--- src/rtl/core/ealu_pkg.sv ---
// Shared types and constants for the eight-bit ALU with flags.
// Holds the command codes and the flag struct; depends on nothing.
package ealu_pkg;

  localparam int unsigned CmdW  = 4;
  localparam int unsigned WordW = 16;
  localparam int unsigned ByteW = 8;

  typedef enum logic [CmdW-1:0] {
    CmdAdd   = 4'd0,
    CmdAdc   = 4'd1,
    CmdSub   = 4'd2,
    CmdSbc   = 4'd3,
    CmdAnd   = 4'd4,
    CmdOr    = 4'd5,
    CmdXor   = 4'd6,
    CmdCp    = 4'd7,
    CmdInc   = 4'd8,
    CmdDec   = 4'd9,
    CmdAdd16 = 4'd10,
    CmdInc16 = 4'd11
  } cmd_e;

  // Flag register layout, most significant first: zero, subtract, half-carry, carry.
  typedef struct packed {
    logic z;
    logic n;
    logic h;
    logic c;
  } flags_t;

  localparam flags_t FlagsReset = '{z: 1'b0, n: 1'b0, h: 1'b0, c: 1'b0};

endpackage

--- src/rtl/core/ealu_exec.sv ---
// Combinational execute logic: result and new flags for one command.
// Depends on ealu_pkg for the command codes and the flag struct.
module ealu_exec (
  input  logic [ealu_pkg::CmdW-1:0]  command_i,
  input  logic [ealu_pkg::WordW-1:0] operand_x_i,
  input  logic [ealu_pkg::WordW-1:0] operand_y_i,
  input  ealu_pkg::flags_t           flags_i,
  output logic [ealu_pkg::WordW-1:0] result_o,
  output ealu_pkg::flags_t           flags_o
);

  logic [7:0]  x8;
  logic [7:0]  y8;
  logic        cin_sel;
  logic        use_cin;
  logic [8:0]  add_sum;
  logic [4:0]  add_half;
  logic [8:0]  sub_diff;
  logic [4:0]  sub_half;
  logic [7:0]  inc8;
  logic [7:0]  dec8;
  logic [16:0] add16_sum;
  logic [12:0] add16_half;
  logic [7:0]  and8;
  logic [7:0]  or8;
  logic [7:0]  xor8;

  assign x8 = operand_x_i[7:0];
  assign y8 = operand_y_i[7:0];

  // Only the carry-using forms fold in the stored carry.
  assign use_cin = (command_i == ealu_pkg::CmdAdc) || (command_i == ealu_pkg::CmdSbc);
  assign cin_sel = use_cin & flags_i.c;

  assign add_sum  = {1'b0, x8} + {1'b0, y8} + {8'b0, cin_sel};
  assign add_half = {1'b0, x8[3:0]} + {1'b0, y8[3:0]} + {4'b0, cin_sel};
  // A borrow shows up as the extra top bit going high.
  assign sub_diff = {1'b0, x8} - {1'b0, y8} - {8'b0, cin_sel};
  assign sub_half = {1'b0, x8[3:0]} - {1'b0, y8[3:0]} - {4'b0, cin_sel};

  assign inc8 = y8 + 8'd1;
  assign dec8 = y8 - 8'd1;

  assign add16_sum  = {1'b0, operand_x_i} + {1'b0, operand_y_i};
  assign add16_half = {1'b0, operand_x_i[11:0]} + {1'b0, operand_y_i[11:0]};

  assign and8 = x8 & y8;
  assign or8  = x8 | y8;
  assign xor8 = x8 ^ y8;

  always_comb begin
    result_o = '0;
    flags_o  = flags_i;
    unique case (command_i)
      ealu_pkg::CmdAdd, ealu_pkg::CmdAdc: begin
        result_o = {8'b0, add_sum[7:0]};
        flags_o  = '{z: (add_sum[7:0] == 8'd0), n: 1'b0, h: add_half[4], c: add_sum[8]};
      end
      ealu_pkg::CmdSub, ealu_pkg::CmdSbc: begin
        result_o = {8'b0, sub_diff[7:0]};
        flags_o  = '{z: (sub_diff[7:0] == 8'd0), n: 1'b1, h: sub_half[4], c: sub_diff[8]};
      end
      ealu_pkg::CmdAnd: begin
        result_o = {8'b0, and8};
        flags_o  = '{z: (and8 == 8'd0), n: 1'b0, h: 1'b1, c: 1'b0};
      end
      ealu_pkg::CmdOr: begin
        result_o = {8'b0, or8};
        flags_o  = '{z: (or8 == 8'd0), n: 1'b0, h: 1'b0, c: 1'b0};
      end
      ealu_pkg::CmdXor: begin
        result_o = {8'b0, xor8};
        flags_o  = '{z: (xor8 == 8'd0), n: 1'b0, h: 1'b0, c: 1'b0};
      end
      ealu_pkg::CmdCp: begin
        // Compare sets flags as a subtract but hands back the accumulator.
        result_o = {8'b0, x8};
        flags_o  = '{z: (sub_diff[7:0] == 8'd0), n: 1'b1, h: sub_half[4], c: sub_diff[8]};
      end
      ealu_pkg::CmdInc: begin
        result_o = {8'b0, inc8};
        flags_o  = '{z: (inc8 == 8'd0), n: 1'b0, h: (y8[3:0] == 4'hF), c: flags_i.c};
      end
      ealu_pkg::CmdDec: begin
        result_o = {8'b0, dec8};
        flags_o  = '{z: (dec8 == 8'd0), n: 1'b1, h: (y8[3:0] == 4'h0), c: flags_i.c};
      end
      ealu_pkg::CmdAdd16: begin
        result_o = add16_sum[15:0];
        flags_o  = '{z: flags_i.z, n: 1'b0, h: add16_half[12], c: add16_sum[16]};
      end
      ealu_pkg::CmdInc16: begin
        result_o = operand_y_i + 16'd1;
      end
      default: begin
        // Unused codes give zero and leave the flags alone.
        result_o = '0;
        flags_o  = flags_i;
      end
    endcase
  end

endmodule

--- src/rtl/core/eight_bit_alu_with_flags.sv ---
// Top level of the eight-bit ALU with zero, subtract, half-carry and carry flags.
// Depends on ealu_pkg and instantiates ealu_exec.
//
//   Channel   Direction  Handshake                Payload
//   -------   ---------  -----------------------  -------------------------------------
//   in        input      in_valid_i/in_ready_o    command_i, operand_x_i, operand_y_i
//   out       output     out_valid_o/out_ready_i  result_o, zero/subtract/half/carry
//
// Each beat is held in the input register and then moves into the result register,
// which drives result_o and the four flag outputs.
// A new beat is accepted every cycle while the output side keeps taking results;
// the flag register feeds back through the execute logic fast enough for that rate.
// Reset clears the flag register and both valid bits; payload registers are not reset.
// An output stall backs up through the result register into the input register,
// and in_ready_o drops only when both hold a beat that cannot move on.
module eight_bit_alu_with_flags (
  input  logic                        clk_i,
  input  logic                        rst_ni,
  input  logic                        in_valid_i,
  output logic                        in_ready_o,
  input  logic [ealu_pkg::CmdW-1:0]   command_i,
  input  logic [ealu_pkg::WordW-1:0]  operand_x_i,
  input  logic [ealu_pkg::WordW-1:0]  operand_y_i,
  output logic                        out_valid_o,
  input  logic                        out_ready_i,
  output logic [ealu_pkg::WordW-1:0]  result_o,
  output logic                        zero_flag_o,
  output logic                        subtract_flag_o,
  output logic                        half_carry_flag_o,
  output logic                        carry_flag_o
);

  // Input register stage.
  logic                       in_vld_q;
  logic [ealu_pkg::CmdW-1:0]  cmd_q;
  logic [ealu_pkg::WordW-1:0] opx_q;
  logic [ealu_pkg::WordW-1:0] opy_q;

  // Result register stage.
  logic                       out_vld_q;
  logic [ealu_pkg::WordW-1:0] res_q;
  ealu_pkg::flags_t           out_flags_q;

  // Architectural flag register; it advances once per executed beat, in order.
  ealu_pkg::flags_t           flags_q;
  ealu_pkg::flags_t           flags_d;
  logic [ealu_pkg::WordW-1:0] res_d;

  logic out_free;
  logic exec_fire;
  logic in_fire;

  // The result register can take a new beat when empty or being drained.
  assign out_free  = !out_vld_q || out_ready_i;
  assign exec_fire = in_vld_q && out_free;
  // The input register can take a beat when empty or moving on this cycle.
  assign in_ready_o = !in_vld_q || out_free;
  assign in_fire    = in_valid_i && in_ready_o;

  ealu_exec u_exec (
    .command_i   (cmd_q),
    .operand_x_i (opx_q),
    .operand_y_i (opy_q),
    .flags_i     (flags_q),
    .result_o    (res_d),
    .flags_o     (flags_d)
  );

  always_ff @(posedge clk_i or negedge rst_ni) begin
    if (!rst_ni) begin
      in_vld_q  <= 1'b0;
      out_vld_q <= 1'b0;
      flags_q   <= ealu_pkg::FlagsReset;
    end else begin
      if (in_ready_o) begin
        in_vld_q <= in_valid_i;
      end
      if (out_free) begin
        out_vld_q <= in_vld_q;
      end
      if (exec_fire) begin
        flags_q <= flags_d;
      end
    end
  end

  always_ff @(posedge clk_i) begin
    if (in_fire) begin
      cmd_q <= command_i;
      opx_q <= operand_x_i;
      opy_q <= operand_y_i;
    end
    if (exec_fire) begin
      res_q       <= res_d;
      out_flags_q <= flags_d;
    end
  end

  assign out_valid_o       = out_vld_q;
  assign result_o          = res_q;
  assign zero_flag_o       = out_flags_q.z;
  assign subtract_flag_o   = out_flags_q.n;
  assign half_carry_flag_o = out_flags_q.h;
  assign carry_flag_o      = out_flags_q.c;

endmodule

--- config.mk ---
export PLATFORM = sky130hd
export DESIGN_NAME = eight_bit_alu_with_flags
export DESIGN_NICKNAME = d
export VERILOG_FILES = /design/src/rtl/core/ealu_pkg.sv /design/src/rtl/core/ealu_exec.sv /design/src/rtl/core/eight_bit_alu_with_flags.sv
export SDC_FILE = /design/constraint.sdc
export NUM_CORES = 1
export LEC_CHECK = 0
export ABC_AREA = 1
export BUFFER_PORTS_ARGS = -buffer_cell sky130_fd_sc_hd__buf_2
export CAP_MARGIN = 20
export CORE_MARGIN = 3
export CORE_UTILIZATION = 59
export DETAILED_ROUTE_END_ITERATION = 12
export GPL_ROUTABILITY_DRIVEN = 0
export GPL_TIMING_DRIVEN = 0
export HOLD_SLACK_MARGIN = 0.1
export PLACE_DENSITY = 0.81
export SYNTH_ARGS = -nofsm -noshare
export SYNTH_HDL_FRONTEND = slang
export SYNTH_HIERARCHICAL = 1
export SYNTH_SLANG_ARGS = --single-unit
export TNS_END_PERCENT = 5
--- constraint.sdc ---
create_clock -name clk_i -period 2.64 [get_ports clk_i]
set_input_delay 0.396 -clock clk_i [delete_from_list [all_inputs] [get_ports clk_i]]
set_output_delay 0.396 -clock clk_i [all_outputs]
set_load 0.01 [all_outputs]
Yosys cells after proc, flatten, opt, wreduce, memory -nomap -nowiden:

Index checks and enable logic that the tools add are counted.

* bits in registers: 62
* input port bits: 40

* add/sub/neg operators: 13
* muxes and demuxes: 2
* reductions and logical operators: 19
* eq/ne operators: 12
* bitwise gates (word level): 4

Operator list (count)
* $pmux 16 s10: 1
* $logic_not 8->1: 7
* $pmux 4 s8: 1
* $eq 4x4->1 const B: 5
* $add 16x16->17: 1
* $add 16x1->16 const B: 1
* $eq 4x3->1 const B: 4
* $add 12x12->13: 1
* $add 8x8->9: 1
* $add 9x1->9: 1
* $sub 8x8->9: 1
* $sub 9x1->9: 1
* $add 8x1->8 const B: 1
* $and 8x8->8: 1
* $eq 4x2->1 const B: 2
* $logic_not 4->1: 2
* $or 8x8->8: 1
* $sub 8x1->8 const B: 1
* $xor 8x8->8: 1
* $add 4x4->5: 1
* $add 5x1->5: 1
* $sub 4x4->5: 1
* $sub 5x1->5: 1
* $eq 4x1->1 const B: 1
* other kinds (6): 11

Logic depth before layout (Yosys ltp):

Gate-level depths: netlist of run 1.

* depth in word-level cells: 6
* mapped depth: 16

By module:

The synthesis of run 1 kept the hierarchy.

By module, submodules not included
* ealu_exec: area each 3075.4 um^2, instances 1, cells each 574
* eight_bit_alu_with_flags: area each 1919.3 um^2, instances 1, cells each 83

Worst setup path after synthesis of run 1:

OpenSTA, ideal clock, no wires.

* kind: reg2reg
* start: reg cmd_q[3] in the netlist's numbering
* end: reg out_flags_q (netlist bit zero_flag_o), data pin
* stages on the path, launching flop included: 13
* arrival time: 2.096 ns
* path buffers: 0
* clock period less this slack: 2.371 ns
* path slack: 0.269 ns
* library setup time: 0.275 ns
* path through: edfxtp_1 -> nor2_1 -> nand3_1 -> fa_1 -> fa_1 -> nand3_1 -> nand2_1 -> nand2_1 -> nand2_1 -> nand2_1 -> nor2_1 -> nand4_1 -> nand4_1

RTL lines
* from (decl): line eight_bit_alu_with_flags.sv:35 `logic [ealu_pkg::CmdW-1:0] cmd_q;`
* from (signal assigned): line eight_bit_alu_with_flags.sv:89 `cmd_q <= command_i;`
* to (signal assigned): line eight_bit_alu_with_flags.sv:95 `out_flags_q <= flags_d;`
* to (decl): line eight_bit_alu_with_flags.sv:42 `ealu_pkg::flags_t out_flags_q;`

==> results of run 1 <==
cells by family after synthesis:
logic type | count (synthesis) | share of synthesized area
buf+inv | 98 | 0.0769
fa+ha+maj | 47 | 0.125
compound gates | 91 | 0.105
flops | 62 | 0.367
simple gates | 351 | 0.312
xor+xnor | 8 | 0.0140
worst min-delay path by stage:
stage	startpoint	to	slack, ns	depth (start not counted)
after floorplan	rst_ni	flags_q[0]	0.10	0
after global placement	rst_ni	flags_q[3]	0.22	1
after detailed placement	rst_ni	in_vld_q	0.23	1
after CTS	operand_y_i[10]	opy_q[10]	0.21	1
after global routing	operand_y_i[11]	opy_q[11]	0.21	1
final	operand_x_i[1]	opx_q[1]	0.22	1
routing by layer:
metal,wire [um],global-route usage,vias up,part of all wire
met5,0,0,-,0
met1,5680,0.387,2317,0.39
met2,6610,0.461,382,0.45
li1,-,-,2396,-
met3,1830,0.0671,58,0.12
met4,504,0.106,0,0.034
report_power, final:
group          total (W)  leakage, nW  internal (W)  switching (W)
Clock           0.000911        0.109      0.000516       0.000395
Sequential       0.00130        0.621       0.00122      0.0000799
Combinational    0.00110         2.07      0.000393       0.000704
Total            0.00330         2.80       0.00212        0.00118
through the flow:
stage               cell area [um^2]  TNS (ns)  hold WS [ns]
global route                    5900   -0.0581         0.207
detailed placement              5460    -0.753         0.232
floorplan                       4990         0         0.100
CTS                             5700         0         0.208
global placement                5430    -0.523         0.225
finish                          5900         0         0.223
cell type report:
| class | instances | area, um^2 | area share |
|---|---|---|---|
| multi-input combinational | 497 | 2910 | 0.494 |
| clock inverter | 4 | 51.3 | 0.00869 |
| inverter | 91 | 342 | 0.0579 |
| timing repair buffer | 74 | 425 | 0.0721 |
| tap | 102 | 128 | 0.0216 |
| sequential | 62 | 1830 | 0.311 |
| buffer | 7 | 45.0 | 0.00763 |
| clock buffer | 12 | 165 | 0.0280 |
state kept, by name, summed over array words and instances (netlist names):
| register | count |
|---|---|
| carry_flag_o | 1 |
| cmd_q | 4 |
| flags_q | 4 |
| half_carry_flag_o | 1 |
| in_vld_q | 1 |
| opx_q | 16 |
| opy_q | 16 |
| out_valid_o | 1 |
| result_o | 16 |
| subtract_flag_o | 1 |
| zero_flag_o | 1 |
synth_stat cells (all sizes together) (5+ instances only):
cell | n | area (um^2)
a21oi | 29 | 149
buf | 6 | 37.5
dfrtp | 6 | 150
edfxtp | 56 | 1680
fa | 5 | 100
ha | 42 | 526
inv | 91 | 342
nand2 | 170 | 646
nand3 | 69 | 365
nand3b | 6 | 45.0
nand4 | 21 | 131
nor2 | 67 | 267
nor3 | 10 | 50.1
o21ai | 31 | 159
o22ai | 14 | 87.6
timing repair:
item | CTS | global route
setup endpoints to repair | 7 | 12
resized for setup | 5 | 32
buffers inserted | 1 | 10
hold buffers | 1 | 0
pin swaps | 0 | 8
hold endpoints to repair | 6 | 0
==> results.toml, run 1 <==
[floorplanning]
start_util = 0.627
die_w_um = 98.0
coreArea_mm2 = 0.00797
chipHeight_um = 98.0
floorplan.rows = 32
pin_count = 62
dieArea_mm2 = 0.00961

[cells_and_area]
drive_gt1_frac = 0.191
layout_commonest_cell = "nand2_1"
post-route-util = 0.741
final_cell_mix = "nand2_1 (163), inv_1 (85), buf_2 (64)"
syn_to_final_growth_pct = 18.2
layout.cells.non_filler = 849
fin_nets = 829
fillers = 616
antennaDiodeCount = 0

[global_routing]
grt_pass1_wl_mm = 22.3
overflow = 0
grtUsageTotal = 0.290
antenna_found_initial = 0
grt_max_degree = 29
grt_pass1_vias = 4667

[sta]
rsz0062_at_grt = "true"
hold_violations = 0
final-max-slew-violation-count = 0
setup_slack_ns = 0.153
fin_crit_sh = 0.942
min_period_ns = 2.49
setup_viol = 0
slew-limit-headroom = 0.440
max_freq_mhz = 402
finClkSkew_ns = 0.0171
worst_slew_pin_slew_ns = 0.840

[critical_path]
critical_path_class = "register to register"
start_kind = "register"
timing.critical_path.from = "cmd_q[2]"
path_cells = "nor2_4 > nand3_4 > fa_2 > fa_2 > nand3_2 > nand2_1 > nand4_1 > nand3_1 > nand3_1 > nand4_1"
end_kind = "register"
cp_num_cells = 10
cp_slowest_stage_delay_ns = 0.46
r2r-end = "carry_flag_o"
critPathTopFamily = "simple AND/OR/NAND/NOR gates"
r2r-start = "cmd_q[2]"
worstPathArrival_ns = 2.54
endpoint = "carry_flag_o"
r2r_setup_slack_ns = 0.15
crit_fanout = 3
path_buf_inv = 0
required_ns = 2.70
rr_worst_depth = 10
crit_slowest_cell = "edfxtp_1"

[clock_network]
clock_path_buffers = 2
cts_tree = "built"
htree_levels = 3
cts_sinks = 62
cts_root_buf = "clkbuf_8"
clkTransAtPathRegs_ns = 0.08
cts_buffers = 9
clkLatencyLatePin_ns = 0.34

[synthesis]
ys_warn_count = 6
ys_seq_area_frac = 0.367
synthesis.area_mm2 = 0.00499
synth_fp_nets = 744
synthArstFlopShare = 0.0968
synth_top_flop_cell = "edfxtp_1"
ys_seq_elements = 62
synth_enable_flop_cells = 56
ys_types = 41
syn_avg_cell_area_um2 = 7.60
postSynthCellCount = 657

[placed_design]
port_buffers = 61
hpwl_mm = 11.0
place_inst = 821
pre_cts_ws_ns = -0.210

[route]
wirelength_mm = 14.6
num_vias = 5153
drt_iter0_drc = 702
avgRoutedWirePerCell_um = 17.2
first_pass_iters = 6
final_antenna_net_count = 0
remaining_drc_errors = 0
via_per_inst = 6.07

[pwr]
p_per_area_mw_per_mm2 = 560
p_leak_nw = 2.80
totalPowerFinal_w = 0.00330
ir_drop_uv = 417

[outcome]
status = "finished clean"

[hold_path]
hold_class = "input port to register"

[job]
max_cap_violations = 0
No activity file was read; power rests on OpenSTA's default activity.
==> run 2: changes to the inputs <==
--- a/config.mk
+++ b/config.mk
@@ -6,15 +6,14 @@
 export NUM_CORES = 1
 export LEC_CHECK = 0
 export ABC_AREA = 1
-export BUFFER_PORTS_ARGS = -buffer_cell sky130_fd_sc_hd__buf_2
 export CAP_MARGIN = 20
 export CORE_MARGIN = 3
-export CORE_UTILIZATION = 59
+export CORE_UTILIZATION = 39
 export DETAILED_ROUTE_END_ITERATION = 12
+export DONT_BUFFER_PORTS = 1
 export GPL_ROUTABILITY_DRIVEN = 0
 export GPL_TIMING_DRIVEN = 0
 export HOLD_SLACK_MARGIN = 0.1
-export PLACE_DENSITY = 0.81
 export SYNTH_ARGS = -nofsm -noshare
 export SYNTH_HDL_FRONTEND = slang
 export SYNTH_HIERARCHICAL = 1
==> run 2 against run 1 <==
Clock power is 34% higher. Flip-flop and latch count is the same. Register-to-register slack got worse by 0.05 ns. Critical path depth increased by 2. Final cell count rose by 0.24%. Critical endpoint is now zero_flag_o. Largest cell class unchanged. Highest routed layer unchanged.
==> results.toml, run 2 (synthesis results as in run 1) <==
[critical_path]
r2r_setup_slack_ns = 0.10
cp_num_cells = 12
cp_slowest_stage_delay_ns = 0.44
end_kind = "register"
path_buf_inv = 0
critPathTopFamily = "simple AND/OR/NAND/NOR gates"
rr_worst_depth = 12
r2r-start = "cmd_q[2]"
start_kind = "register"
critical_path_class = "register to register"
timing.critical_path.from = "cmd_q[2]"
required_ns = 2.70
endpoint = "zero_flag_o"
crit_fanout = 3
worstPathArrival_ns = 2.60
crit_slowest_cell = "edfxtp_1"
cpMostUsedCell = "nand2_1"
path_cells = "nor2_2 > nand3_2 > fa_2 > fa_2 > nand3_2 > nand2_1 > nand2_1 > nand2_2 > nand2_1 > nor2_2 > nand4_1 > nand4_1"
r2r-end = "zero_flag_o"

[floorplanning]
pin_count = 62
floorplan.rows = 40
start_util = 0.407
coreArea_mm2 = 0.0123
dieArea_mm2 = 0.0142
chipHeight_um = 119
die_w_um = 119

[hold_path]
hold_class = "input port to register"

[global_routing]
grt_pass1_vias = 4414
grt_pass1_wl_mm = 22.6
overflow = 0
grt_max_degree = 37
antenna_found_initial = 0
grtUsageTotal = 0.204

[clock_network]
cts_tree = "built"
cts_buffers = 9
cts_sinks = 62
htree_levels = 3
cts_root_buf = "clkbuf_16"
clkLatencyLatePin_ns = 0.35
clkTransAtPathRegs_ns = 0.06
clock_path_buffers = 2

[sta]
finClkSkew_ns = 0.00505
rsz0062_at_grt = "true"
max_freq_mhz = 394
hold_violations = 0
min_period_ns = 2.54
final-max-slew-violation-count = 0
fin_crit_sh = 0.962
worst_slew_pin_slew_ns = 0.809
setup_viol = 0
slew-limit-headroom = 0.461

[route]
avgRoutedWirePerCell_um = 16.9
remaining_drc_errors = 0
num_vias = 4766
via_per_inst = 5.60
wirelength_mm = 14.4
final_antenna_net_count = 0
drt_iter0_drc = 692
first_pass_iters = 5

[outcome]
status = "finished clean"

[placed_design]
dpl-instance-area_mm2 = 0.00520
hpwl_mm = 11.3
port_buffers = 0
place_inst = 825

[cells_and_area]
fillers = 1227
fin_nets = 765
drive_gt1_frac = 0.117
antennaDiodeCount = 0
final_cell_mix = "nand2_1 (164), inv_1 (82), nand3_1 (63)"
layout_commonest_cell = "nand2_1"
syn_to_final_growth_pct = 14.0
layout.cells.non_filler = 851
final_area_mm2 = 0.00570

[pwr]
p_per_area_mw_per_mm2 = 618
p_leak_nw = 2.58
ir_drop_uv = 408

[job]
max_cap_violations = 0
run 2: worst reg2reg max path: cells and delay by family, from the launching register on:
kind	cells	cell delay [ns]
and+or+nand+nor	10	1.00
DFF	1	0.44
adders and majority gates	2	0.82
run 2: routing by layer:
metal	up-vias	wire (um)	global-route usage
li1	2270	-	-
met1	2180	6560	0.289
met2	277	6090	0.301
met3	39	1340	0.0442
met4	0	416	0.0825
met5	-	0	0
run 2: what timing repair did:
item | 4_1_cts | 5_1_grt
pin swaps | 0 | 11
endpoints found under the hold margin | 6 | 0
endpoints found under the setup margin | 9 | 15
cloned | 0 | 0
buffers inserted | 1 | 8
hold buffers | 1 | 0
resized for setup | 6 | 28
run 2: metrics by stage:
step / util / setup TNS, ns / hold slack (ns) / setup WS, ns / power [W]
after CTS: 0.452 / 0 / 0.128 / 0.0107 / 0.00347
after detailed placement: 0.424 / -1.27 / 0.101 / -0.292 / 0.00222
final: 0.464 / 0 / 0.142 / 0.100 / 0.00352
after global placement: 0.424 / -1.09 / 0.101 / -0.270 / 0.00221
after global routing: 0.464 / -0.132 / 0.128 / -0.0573 / 0.00372
after floorplan: - / 0 / 0.100 / 0.269 / 0.00198
run 2: power by group:
group | internal [W] | switching (W) | total (W)
Sequential | 0.00122 | 0.000109 | 0.00133
Clock | 0.000761 | 0.000458 | 0.00122
Combinational | 0.000324 | 0.000644 | 0.000968
run 2: cell type report:
| type | count | area [um^2] | area share |
|---|---|---|---|
| plain buffers | 7 | 42.5 | 0.00747 |
| clock buffers | 10 | 239 | 0.0420 |
| clock inverters | 6 | 70.1 | 0.0123 |
| inverters | 91 | 342 | 0.0600 |
| multi-input cells | 497 | 2880 | 0.506 |
| flip-flops and latches | 62 | 1830 | 0.322 |
| well taps | 168 | 210 | 0.0369 |
| repair buffers | 10 | 77.6 | 0.0136 |
run 2: how the worst min path moves through the flow:
stage,slack [ns],startpoint,to,cells past startpoint
3_3_place_gp,0.10,rst_ni,flags_q[3],0
5_1_grt,0.13,operand_y_i[12],opy_q[12],0
6_report,0.14,operand_x_i[0],opx_q[0],0
4_1_cts,0.13,operand_x_i[0],opx_q[0],0
2_1_floorplan,0.10,rst_ni,flags_q[0],0
3_5_place_dp,0.10,rst_ni,in_vld_q,0
==> run 3: changes to the inputs <==
--- a/config.mk
+++ b/config.mk
@@ -5,7 +5,7 @@
 export SDC_FILE = /design/constraint.sdc
 export NUM_CORES = 1
 export LEC_CHECK = 0
-export ABC_AREA = 1
+export ABC_AREA = 0
 export CAP_MARGIN = 20
 export CORE_MARGIN = 3
 export CORE_UTILIZATION = 39
==> run 3 against run 2 <==
The run now ends with setup timing left. Setup slack got worse by 0.79 ns. Die area rose by 0.81%. Flip-flop and latch count did not move. Register-to-register slack got worse by 0.79 ns. Final cell count fell by 14%.
==> results.toml, run 3 <==
[sta]
fin_tns_setup_ns = -4.71
rsz0062_at_grt = "true"
final-max-slew-violation-count = 0
setup_slack_ns = -0.690
hold_violations = 0
fin_crit_sh = 1.26
setup_viol = 15
max_freq_mhz = 300
finClkSkew_ns = 0.0130
worst_slew_pin_slew_ns = 0.887
slew-limit-headroom = 0.409
min_period_ns = 3.33

[pwr]
ir_drop_uv = 365
p_leak_nw = 2.30
p_per_area_mw_per_mm2 = 561
sequentialPowerShare = 0.379
power_frac_clock = 0.305
power_switching_w = 0.00110
comb_power_share = 0.316
intPower_w = 0.00226
swShare = 0.327

[route]
wirelength_mm = 15.1
remaining_drc_errors = 0
num_vias = 4481
wl_met1_mm = 6.57
dr_wl_met2_mm = 6.60
first_pass_iters = 5
top_layer = "met4"
via_per_inst = 6.11
drt_iter0_drc = 500
final_antenna_net_count = 0
wl_met3_mm = 1.31
avgRoutedWirePerCell_um = 20.6

[synthesis]
synth_top_flop_cell = "edfxtp_1"
synth.most_common_cell = "edfxtp_1"
ys_seq_elements = 62
synth_enable_flop_cells = 56
yosysTopAreaCell = "edfxtp_1"
synthTopCellsByCount = "edfxtp_1 (56), ha_1 (42), nor2_1 (37)"
synthesis.area_mm2 = 0.00504
syn_avg_cell_area_um2 = 9.65
synthArstFlopShare = 0.0968
synth_fp_nets = 609
synth_area_leaders = "edfxtp_1 (33%), ha_1 (10%), xnor2_1 (4.2%), a21oi_1 (3.3%), dfrtp_1 (3.0%)"
ys_seq_area_frac = 0.364
synth_top_area_share = 0.334
ys_warn_count = 6
ys_types = 69
postSynthCellCount = 522

[cells_and_area]
multiInputGateArea_mm2 = 0.00320
layout_commonest_cell = "edfxtp_1"
drive_gt1_frac = 0.207
syn_to_final_growth_pct = 19.0
seqCellArea_mm2 = 0.00183
final_cell_mix = "edfxtp_1 (56), ha_1 (37), nor2_1 (34)"
post-route-util = 0.487
fillers = 1170
fin_nets = 647
antennaDiodeCount = 0

[global_routing]
grtUsageTotal = 0.212
antenna_found_initial = 0
overflow = 0
grt_pass1_vias = 4443
grt_max_degree = 37
grt_pass1_wl_mm = 23.7

[critical_path]
r2r-end = "flags_q[3]"
required_ns = 2.85
crit_fanout = 3
r2r-start = "cmd_q[2]"
start_kind = "register"
critical_path_class = "register to register"
path_cells = "buf_6 > nor2_4 > nand3_4 > inv_2 > fa_2 > inv_2 > buf_4 > buf_4 > buf_4 > buf_4 > buf_4 > buf_4 > buf_4 > buf_4 > nand4_1 > nor3_2 > nand3_1 > o211ai_1 > buf_4 > mux2_4"
rr_worst_depth = 20
critPathTopFamily = "buffers and inverters"
cpMostUsedCell = "buf_4"
end_kind = "register"
r2r_setup_slack_ns = -0.69
crit_slowest_cell = "fa_2"
worstPathArrival_ns = 3.54
cp_slowest_stage_delay_ns = 0.59
path_buf_inv = 12

[floorplanning]
die_w_um = 120
chipHeight_um = 120
dieArea_mm2 = 0.0143
start_util = 0.409
pin_count = 62
floorplan.rows = 40
coreArea_mm2 = 0.0123

[clock_network]
clkTransAtPathRegs_ns = 0.06
cts_tree = "built"
cts_sinks = 62
clkLatencyLatePin_ns = 0.34
clock_path_buffers = 2
htree_levels = 3
cts_buffers = 9
cts_root_buf = "clkbuf_16"

[hold_path]
whs_path_depth = 0
hold_end = "opy_q[4]"
min_from = "operand_y_i[4]"
hold_class = "input port to register"

[outcome]
violations = "setup timing"
status = "finished, violations left"

[placed_design]
port_buffers = 0
hpwl_mm = 11.1

[job]
max_cap_violations = 0
[run 3: cell count changes in the layout (fill, tap and decap cells not counted), sizes merged, moves of 13 or more]
cell and change:
nand3 -50, buf +28, xnor2 +20, inv -61, nand2 -146, nand4 -13, nor2 -30
[run 3: routing by layer]
layer	vias up	track usage
met2	270	0.310
met4	0	0.115
met5	-	0
met3	48	0.0566
li1	2040	-
met1	2123	0.286
[run 3: cell type report]
type / count / area share
clock buffer: 10 / 0.0382
buffer: 24 / 0.0280
multi-input combinational: 404 / 0.533
sequential: 62 / 0.306
timing repair buffer: 28 / 0.0355
clock inverter: 6 / 0.00480
tap: 168 / 0.0351
inverter: 31 / 0.0194
[run 3: worst max-delay path by stage]
| stage | slack (ns) | depth (start not counted) | start | end |
|---|---|---|---|---|
| floorplan | -0.33 | 14 | cmd_q[3] | flags_q[3] |
| global placement | -1.05 | 14 | cmd_q[0] | flags_q[3] |
| detailed placement | -1.02 | 14 | cmd_q[0] | flags_q[3] |
| CTS | -0.64 | 12 | cmd_q[3] | flags_q[3] |
| global route | -0.76 | 13 | cmd_q[3] | flags_q[3] |
| finish | -0.69 | 20 | cmd_q[2] | flags_q[3] |
[run 3: timing repair]
| action | in CTS | in global routing |
|---|---|---|
| setup endpoints to repair | 22 | 21 |
| setup buffers | 21 | 6 |
| hold buffers | 1 | 0 |
| pin swaps | 15 | 15 |
| endpoints found under the hold margin | 6 | 0 |
| gates resized for setup | 34 | 19 |
[run 3: worst reg2reg max path: stages, from the launching register on]
cell and delay, ns:
edfxtp_1 0.44, buf_6 0.15, nor2_4 0.04, nand3_4 0.09, inv_2 0.05, fa_2 0.59
inv_2 0.07, buf_4 0.13, buf_4 0.12, buf_4 0.12, buf_4 0.12, buf_4 0.12
buf_4 0.13, buf_4 0.13, buf_4 0.13, nand4_1 0.11, nor3_2 0.06, nand3_1 0.09
o211ai_1 0.10, buf_4 0.17, mux2_4 0.26
[run 3: power by group through the flow]
stage | Sequential [W] | Clock (W) | Combinational (W)
final | 0.00127 | 0.00103 | 0.00106
after global routing | 0.00129 | 0.00110 | 0.00114
after CTS | 0.00127 | 0.00107 | 0.000987
after detailed placement | 0.00129 | 0 | 0.000861
after global placement | 0.00129 | 0 | 0.000850
after floorplan | 0.00127 | 0 | 0.000659
[run 3: logic make-up after synthesis]
kind of cell | after synthesis | synth area share
XOR/XNOR | 36 | 0.0626
AO/OA/AOI/OAI | 157 | 0.216
adder cells (fa/ha/maj) | 47 | 0.124
multiplexers | 10 | 0.0241
AND/OR/NAND/NOR | 154 | 0.161
buffers and inverters | 56 | 0.0479
flip-flops | 62 | 0.364
[run 3: through the flow]
step	cells	hold slack, ns	total power [W]	setup slack [ns]	instance area, um^2
after floorplan	522	0.100	0.00192	-0.334	5080
after global placement	690	0.101	0.00214	-1.05	5290
after detailed placement	690	0.101	0.00215	-1.02	5290
after CTS	728	0.133	0.00333	-0.640	5860
after global routing	733	0.132	0.00353	-0.760	5990
final	733	0.150	0.00336	-0.690	5990
